<file path="src/rfs_pkg.sv">
// Shared types, constants and the CRC-8 byte update for the radio frame sealer.
package rfs_pkg;

  // CRC-8 polynomial, MSB first, no reflection
  localparam logic [7:0] CRC_POLY    = 8'h31;
  // Option codes placed after the head byte
  localparam logic [7:0] CODE_NO_ACK = 8'h03;
  localparam logic [7:0] CODE_ACK    = 8'h04;

  // Configuration register indexes
  localparam logic CFG_HEAD = 1'b0;
  localparam logic CFG_TAIL = 1'b1;

  // One classified payload request on its way from front to back
  typedef struct packed {
    logic       first;  // opens a frame: head and option code go out before it
    logic       last;   // closes a frame: sequence, CRC and tail follow it
    logic       func;   // frame kind, meaningful on the first byte only
    logic [7:0] data;   // payload byte
  } rfs_entry_t;

  // Fold one byte into the running CRC
  function automatic logic [7:0] crc8_byte(input logic [7:0] crc, input logic [7:0] b);
    logic [7:0] c;
    c = crc ^ b;
    for (int k = 0; k < 8; k++) begin
      if (c[7]) begin
        c = {c[6:0], 1'b0} ^ CRC_POLY;
      end else begin
        c = {c[6:0], 1'b0};
      end
    end
    return c;
  endfunction

endpackage

</file>
<file path="src/rfs_front.sv">
// Front end: accepts payload requests, tracks the frame position and tags first and last bytes.
module rfs_front #(
  parameter int PAYLOAD_BYTES = 27
) (
  input  logic               clk,
  input  logic               rst,
  input  logic               in_valid,
  output logic               in_ready,
  input  logic               in_func,
  input  logic [7:0]         in_data,
  output logic               push,
  output rfs_pkg::rfs_entry_t push_entry,
  input  logic               queue_full
);

  localparam int POS_W = $clog2(PAYLOAD_BYTES + 1);
  localparam logic [POS_W-1:0] POS_LAST = POS_W'(PAYLOAD_BYTES - 1);

  logic [POS_W-1:0] pos;
  logic             at_first;
  logic             at_last;

  assign in_ready = !queue_full;
  assign push     = in_valid && in_ready;
  assign at_first = (pos == '0);
  assign at_last  = (pos == POS_LAST);

  // Classify the incoming byte
  always_comb begin
    push_entry.first = at_first;
    push_entry.last  = at_last;
    push_entry.func  = in_func;
    push_entry.data  = in_data;
  end

  // Advance the position, wrap after the last payload byte
  always_ff @(posedge clk) begin
    if (rst) begin
      pos <= '0;
    end else if (push) begin
      if (at_last) begin
        pos <= '0;
      end else begin
        pos <= pos + POS_W'(1);
      end
    end
  end

endmodule

</file>
<file path="src/rfs_queue.sv">
// Two-entry queue that decouples the front end from the frame emitter.
module rfs_queue (
  input  logic                clk,
  input  logic                rst,
  input  logic                push,
  input  rfs_pkg::rfs_entry_t push_entry,
  output logic                full,
  input  logic                pop,
  output logic                avail,
  output rfs_pkg::rfs_entry_t pop_entry
);

  rfs_pkg::rfs_entry_t slots [2];
  logic       wr_ptr;
  logic       rd_ptr;
  logic [1:0] count;

  assign full      = (count == 2'd2);
  assign avail     = (count != 2'd0);
  assign pop_entry = slots[rd_ptr];

  // Store requests
  always_ff @(posedge clk) begin
    if (push) begin
      slots[wr_ptr] <= push_entry;
    end
  end

  // Track pointers and fill level
  always_ff @(posedge clk) begin
    if (rst) begin
      wr_ptr <= 1'b0;
      rd_ptr <= 1'b0;
      count  <= 2'd0;
    end else begin
      if (push) begin
        wr_ptr <= !wr_ptr;
      end
      if (pop) begin
        rd_ptr <= !rd_ptr;
      end
      if (push && !pop) begin
        count <= count + 2'd1;
      end else if (pop && !push) begin
        count <= count - 2'd1;
      end
    end
  end

endmodule

</file>
<file path="src/rfs_back.sv">
// Back end: walks each queued request through its frame bytes, keeps CRC and sequence number.
module rfs_back (
  input  logic                clk,
  input  logic                rst,
  input  logic [7:0]          head_byte,
  input  logic [7:0]          tail_byte,
  input  logic                avail,
  input  rfs_pkg::rfs_entry_t pop_entry,
  output logic                pop,
  output logic                out_valid,
  input  logic                out_ready,
  output logic [7:0]          out_byte,
  output logic                out_end
);

  localparam logic [2:0] PH_HEAD = 3'd0;
  localparam logic [2:0] PH_CODE = 3'd1;
  localparam logic [2:0] PH_DATA = 3'd2;
  localparam logic [2:0] PH_SEQ  = 3'd3;
  localparam logic [2:0] PH_CRC  = 3'd4;
  localparam logic [2:0] PH_TAIL = 3'd5;

  rfs_pkg::rfs_entry_t cur;
  logic       cur_valid;
  logic [2:0] phase;
  logic [2:0] phase_next;
  logic [7:0] crc;
  logic [7:0] crc_next;
  logic [7:0] seq;
  logic [7:0] byte_sel;
  logic       emit;
  logic       finishing;

  assign emit      = cur_valid && (!out_valid || out_ready);
  assign finishing = ((phase == PH_DATA) && !cur.last) || (phase == PH_TAIL);
  assign pop       = avail && (!cur_valid || (emit && finishing));

  // Select the byte for the current phase and the phase after it
  always_comb begin
    byte_sel   = cur.data;
    phase_next = phase;
    unique case (phase)
      PH_HEAD: begin
        byte_sel   = head_byte;
        phase_next = PH_CODE;
      end
      PH_CODE: begin
        byte_sel   = cur.func ? rfs_pkg::CODE_ACK : rfs_pkg::CODE_NO_ACK;
        phase_next = PH_DATA;
      end
      PH_DATA: begin
        byte_sel   = cur.data;
        phase_next = PH_SEQ;
      end
      PH_SEQ: begin
        byte_sel   = seq;
        phase_next = PH_CRC;
      end
      PH_CRC: begin
        byte_sel   = crc;
        phase_next = PH_TAIL;
      end
      PH_TAIL: begin
        byte_sel   = tail_byte;
        phase_next = PH_TAIL;
      end
      default: begin
        byte_sel   = cur.data;
        phase_next = PH_DATA;
      end
    endcase
  end

  // Fold covered bytes into the CRC; the head byte restarts it
  always_comb begin
    crc_next = crc;
    if (phase == PH_HEAD) begin
      crc_next = rfs_pkg::crc8_byte(8'h00, byte_sel);
    end else if ((phase == PH_CODE) || (phase == PH_DATA) || (phase == PH_SEQ)) begin
      crc_next = rfs_pkg::crc8_byte(crc, byte_sel);
    end
  end

  // Load the next request or advance through the current one
  always_ff @(posedge clk) begin
    if (rst) begin
      cur_valid <= 1'b0;
      phase     <= PH_DATA;
      crc       <= 8'h00;
      seq       <= 8'h00;
    end else begin
      if (emit) begin
        crc <= crc_next;
        if (phase == PH_SEQ) begin
          seq <= seq + 8'd1;
        end
      end
      if (pop) begin
        cur_valid <= 1'b1;
        phase     <= pop_entry.first ? PH_HEAD : PH_DATA;
      end else if (emit) begin
        if (finishing) begin
          cur_valid <= 1'b0;
        end else begin
          phase <= phase_next;
        end
      end
    end
  end

  always_ff @(posedge clk) begin
    if (pop) begin
      cur <= pop_entry;
    end
  end

  // Output register: hold while the receiver stalls
  always_ff @(posedge clk) begin
    if (rst) begin
      out_valid <= 1'b0;
    end else if (emit) begin
      out_valid <= 1'b1;
    end else if (out_ready) begin
      out_valid <= 1'b0;
    end
  end

  always_ff @(posedge clk) begin
    if (emit) begin
      out_byte <= byte_sel;
      out_end  <= (phase == PH_TAIL);
    end
  end

  a_pop_needs_entry: assert property (@(posedge clk) disable iff (rst) pop |-> avail)
    else $error("pop from an empty queue");

  a_head_only_first: assert property (@(posedge clk) disable iff (rst)
    (cur_valid && (phase == PH_HEAD || phase == PH_CODE)) |-> cur.first)
    else $error("frame header on a byte that does not open a frame");

  a_tail_marks_end: assert property (@(posedge clk) disable iff (rst)
    (emit && phase == PH_TAIL) |=> (out_valid && out_end))
    else $error("tail byte without end mark");

  a_seq_steps: assert property (@(posedge clk) disable iff (rst)
    (emit && phase == PH_SEQ) |=> (seq == 8'($past(seq) + 8'd1)))
    else $error("sequence number did not advance after a frame");

  a_trailer_only_last: assert property (@(posedge clk) disable iff (rst)
    (cur_valid && (phase == PH_SEQ || phase == PH_CRC || phase == PH_TAIL)) |-> cur.last)
    else $error("frame trailer on a byte that does not close a frame");

endmodule

</file>
<file path="src/radio_frame_sealer_crc8.sv">
// Top level of the radio frame sealer: configuration registers and the front, queue and back.
//
// Packs a stream of payload bytes into frames of PAYLOAD_BYTES + 5 bytes:
// head byte, option code (0x03 no-ack, 0x04 ack), payload, sequence number,
// CRC-8 (poly 0x31, init 0, MSB first, over head through sequence), tail.
// Input channel s_axis: tdata is the payload byte, tuser the frame kind,
// read on the first byte of each frame only. Output channel m_axis: tdata is
// the frame byte, tlast marks the tail byte.
// Configuration: cfg_we writes cfg_data into head byte (index 0) or tail
// byte (index 1); write only while no frame byte is in flight.
// An accepted request passes through a queue slot, the back end's request register
// and the output register before its first byte appears. The back end emits one
// frame byte per cycle while a request is queued and the receiver accepts; the input
// stalls only when the two-entry queue between front and back is full.
// Reset clears the frame position, CRC, sequence number and both registers.
// When the receiver stalls, the output register holds its byte, the back end
// stops, the queue fills and s_axis_tready drops.
module radio_frame_sealer_crc8 #(
  parameter int PAYLOAD_BYTES = 27
) (
  input  logic       clk,
  input  logic       rst,
  input  logic       s_axis_tvalid,
  output logic       s_axis_tready,
  input  logic [7:0] s_axis_tdata,   // [7:0] payload_byte
  input  logic       s_axis_tuser,   // [0] func
  output logic       m_axis_tvalid,
  input  logic       m_axis_tready,
  output logic [7:0] m_axis_tdata,   // [7:0] frame_byte
  output logic       m_axis_tlast,
  input  logic       cfg_we,
  input  logic       cfg_index,
  input  logic [7:0] cfg_data
);

  logic [7:0] head_byte;
  logic [7:0] tail_byte;

  logic                push;
  rfs_pkg::rfs_entry_t push_entry;
  logic                queue_full;
  logic                pop;
  logic                avail;
  rfs_pkg::rfs_entry_t pop_entry;

  // Configuration registers
  always_ff @(posedge clk) begin
    if (rst) begin
      head_byte <= 8'h00;
      tail_byte <= 8'h00;
    end else if (cfg_we) begin
      unique case (cfg_index)
        rfs_pkg::CFG_HEAD: head_byte <= cfg_data;
        rfs_pkg::CFG_TAIL: tail_byte <= cfg_data;
        default: head_byte <= head_byte;
      endcase
    end
  end

  rfs_front #(
    .PAYLOAD_BYTES(PAYLOAD_BYTES)
  ) u_front (
    .clk       (clk),
    .rst       (rst),
    .in_valid  (s_axis_tvalid),
    .in_ready  (s_axis_tready),
    .in_func   (s_axis_tuser),
    .in_data   (s_axis_tdata),
    .push      (push),
    .push_entry(push_entry),
    .queue_full(queue_full)
  );

  rfs_queue u_queue (
    .clk       (clk),
    .rst       (rst),
    .push      (push),
    .push_entry(push_entry),
    .full      (queue_full),
    .pop       (pop),
    .avail     (avail),
    .pop_entry (pop_entry)
  );

  rfs_back u_back (
    .clk      (clk),
    .rst      (rst),
    .head_byte(head_byte),
    .tail_byte(tail_byte),
    .avail    (avail),
    .pop_entry(pop_entry),
    .pop      (pop),
    .out_valid(m_axis_tvalid),
    .out_ready(m_axis_tready),
    .out_byte (m_axis_tdata),
    .out_end  (m_axis_tlast)
  );

endmodule
</file>
<file path="config.mk">
export PLATFORM = sky130hd
export DESIGN_NAME = radio_frame_sealer_crc8
export DESIGN_NICKNAME = d
export VERILOG_FILES = /design/src/rfs_pkg.sv /design/src/rfs_front.sv /design/src/rfs_queue.sv /design/src/rfs_back.sv /design/src/radio_frame_sealer_crc8.sv
export SDC_FILE = /design/constraint.sdc
export NUM_CORES = 1
export LEC_CHECK = 0
export BUFFER_PORTS_ARGS = -buffer_cell sky130_fd_sc_hd__buf_2
export CORE_MARGIN = 2
export CORE_UTILIZATION = 40
export CTS_BUF_LIST = sky130_fd_sc_hd__clkbuf_4 sky130_fd_sc_hd__clkbuf_8
export DETAILED_ROUTE_END_ITERATION = 10
export PLACE_DENSITY = 0.58
export SLEW_MARGIN = 10
export SYNTH_ARGS = -nofsm -noshare
export SYNTH_HDL_FRONTEND = slang
export SYNTH_HIERARCHICAL = 1
export SYNTH_SLANG_ARGS = --single-unit
</file>
<file path="constraint.sdc">
create_clock -name clk -period 6 [get_ports clk]
set_input_delay 1.5 -clock clk [delete_from_list [all_inputs] [get_ports clk]]
set_output_delay 1.5 -clock clk [all_outputs]
set_load 0.01 [all_outputs]
</file>
==> impl_metrics.env <==
export IMPL_fin_cells=550
export IMPL_area_delta_synth_final_pct=7.71
export IMPL_grt_setup_unrepaired="no"
export IMPL_post_cts_buffers=0
export IMPL_grt_util_met3=0.0406
export IMPL_nNetsFinal=437
export IMPL_pre_cts_ws_ns=2.53
export IMPL_end_kind="flip-flop"
export IMPL_holdWs_ns=0.491
export IMPL_fin_util=0.446
export IMPL_fp_row_count=37
export IMPL_power_frac_clock=0.158
export IMPL_p_per_area_nw_per_um2=551
export IMPL_io_pins=34
export IMPL_status="finished clean"
export IMPL_worstPathRequired_ns=6.30
export IMPL_cts_buffers=9
export IMPL_ir_worst_vdd_v=0.000339
export IMPL_cts_max_level=3
export IMPL_clkTransAtPathRegs_ns=0.10
export IMPL_drtIter0Drc=130
export IMPL_dp_final_hpwl_um=5710
export IMPL_yosys_warnings=6
export IMPL_fp_dieArea_um2=11600
export IMPL_start_kind="flip-flop"
export IMPL_cts_hold_buf=0
export IMPL_synth_flop_cell="dfxtp_1"
export IMPL_postSynthAreaPerCell_um2=10.9
export IMPL_drv_cap=0
export IMPL_antenna_found_initial=0
export IMPL_globalRouteTotalUtil=0.153
export IMPL_drive_above_1_share=0.188
export IMPL_ys_seq_area_frac=0.503
export IMPL_cts_sinks=88
export IMPL_syn_num_nets=423
export IMPL_fmax_ghz=0.292
export IMPL_tritoncts="yes"
export IMPL_setup_viol=0
export IMPL_skew_ns=0.0130
export IMPL_port_buffers=33
export IMPL_worstHoldPathType="flip-flop to flip-flop"
export IMPL_arrival_ns=3.72
export IMPL_ys_types=52
export IMPL_drc=0
export IMPL_grt_max_degree=57
export IMPL_switchingPower_w=0.00100
export IMPL_ff2ff_path_depth=9
export IMPL_cp_max_fo=28
export IMPL_slew_limit_headroom=0.337
export IMPL_routedWlPerCell_um=14.6
export IMPL_synth_edf_count=41
export IMPL_ctsResizeCount=0
export IMPL_clockBufferDepth=2
export IMPL_clock_latency_ns=0.37
export IMPL_routed_wl_um=8030
export IMPL_setup_tns_ns=0
export IMPL_diodes=0
export IMPL_hold_violations=0
export IMPL_tightest_slew_ns=0.994
export IMPL_async_flop_share=0
export IMPL_die_w_um=108
export IMPL_critPathKind="flip-flop to flip-flop"
export IMPL_use_met2=0.248
export IMPL_core_area_um2=10400
export IMPL_grt_pass1_wl_um=13400
export IMPL_synth_seq_cells=88
export IMPL_combPwrFrac=0.482
export IMPL_pwr_share_seq=0.360
export IMPL_netlist_instances=395
export IMPL_hold_path_depth=2
export IMPL_via_per_inst=4.94
export IMPL_slew_viol_final=0
export IMPL_first_pass_iters=4
export IMPL_use_met1=0.195
export IMPL_start_util=0.414
export IMPL_grt_pass1_vias=2637
export IMPL_leakagePower_nw=1.77
export IMPL_grt_overflow_total=0
export IMPL_vias=2715
export IMPL_internal_power_w=0.00156
export IMPL_finalCriticalPeriod_ns=3.43
export IMPL_grt_busiest_layer="met2"
export IMPL_place_gp_congestion=0.868
export IMPL_finalWorstSetupSlack_ns=2.57
export IMPL_dieHeight_um=108
export IMPL_synthesis_area_um2=4320
export IMPL_clockRootBuffer="clkbuf_8"
export IMPL_switching_share=0.391
export IMPL_drtAntennaViolNets=0
export IMPL_final_period_utilization=0.571
export IMPL_dp_cells=534
==> sequential cells by signal, summed over array words and instances (netlist names), 5 cells and up, named ones only <==
name,cells
tail_byte,8
u_queue/slots,22
u_back/cur,10
u_front/pos,5
u_back/seq,8
u_back/crc,8
head_byte,8
u_back/out_byte,8
==> cell usage in the layout, fill, tap and decap left out, types with 3 or more instances in the layout <==
cell type / count
a2111oi_0: 3
a21oi_1: 14
nor2_1: 38
o21ai_0: 3
inv_1: 13
mux2_2: 12
or3_1: 4
nand3_1: 9
ha_1: 5
o22ai_1: 4
xor2_1: 16
a211oi_1: 6
nand2b_1: 31
and2_1: 4
or2_2: 4
inv_6: 3
inv_8: 3
o21ai_1: 3
mux2i_1: 25
clkbuf_8: 9
inv_2: 3
nand2_1: 15
nor2b_1: 5
buf_2: 33
dfxtp_1: 47
xnor2_1: 27
edfxtp_1: 41
==> kinds of logic after synthesis <==
kind of cell	after synthesis	share of synthesized area
flops	88	0.503
mux	40	0.0997
xor+xnor	45	0.0948
buf+inv	46	0.0591
simple gates	126	0.157
fa+ha+maj	5	0.0145
compound gates	45	0.0719
==> final cells by class <==
type / instances / area, µm²
repair buffers: 33 / 165
fillers: 1006 / 5770
clock inverters: 7 / 68.8
flip-flops and latches: 88 / 2170
inverters: 16 / 60.1
clock buffers: 9 / 124
well taps: 136 / 170
multi-input cells: 261 / 1890
==> through the flow <==
step / instance area (µm²) / total power, W
floorplan: 4320 / 0.00196
global placement: 4460 / 0.00217
detailed placement: 4460 / 0.00218
CTS: 4650 / 0.00260
global route: 4650 / 0.00276
finish: 4650 / 0.00256
==> path summary, 6_finish.rpt <==
path	from	endpoint	slack, ns
max	u_back/phase[2]	u_queue/count[1]	2.57
min	head_byte[7]	head_byte[7]	0.49
max reg2reg	u_back/phase[2]	u_queue/count[1]	2.57
min reg2reg	head_byte[7]	head_byte[7]	0.49
==> Yosys cell counts (all sizes together), types with 3 or more instances <==
cell	instances	area share
nand3	9	0.010
o21ai	6	0.0070
clkbuf	6	0.0055
a21oi	14	0.016
ha	5	0.014
nand2b	32	0.048
nand2	15	0.013
dfxtp	47	0.22
and2	4	0.0058
mux2i	25	0.058
o22ai	5	0.0087
or2	4	0.0058
or3	4	0.0058
edfxtp	41	0.29
mux2	14	0.037
xor2	17	0.036
a211oi	7	0.013
nor2	38	0.033
nor2b	5	0.0072
inv	16	0.014
buf	24	0.040
xnor2	28	0.059
a2111oi	3	0.0061
==> power by group through the flow <==
stage	clock [W]	sequential (W)	combinational (W)
after floorplan	0	0.000889	0.00107
after global placement	0	0.000937	0.00123
after detailed placement	0	0.000938	0.00124
after CTS	0.000421	0.000925	0.00125
after global routing	0.000444	0.000947	0.00137
final	0.000404	0.000924	0.00124
==> routing by layer <==
layer / part of all wire / wire (µm)
met1: 0.46 / 3700
met2: 0.48 / 3840
met3: 0.043 / 347
met4: 0.019 / 149
met5: 0 / 0
==> critical path: stages, from the launching register on <==
cell	delay, ns
dfxtp_1	0.99
nor2b_1	0.40
and2_1	0.20
nor2_1	0.06
o21ai_0	0.19
and2_1	0.57
inv_1	0.12
ha_1	0.34
or3_1	0.35
a21oi_1	0.14
Power figures use the tool's default switching activity.
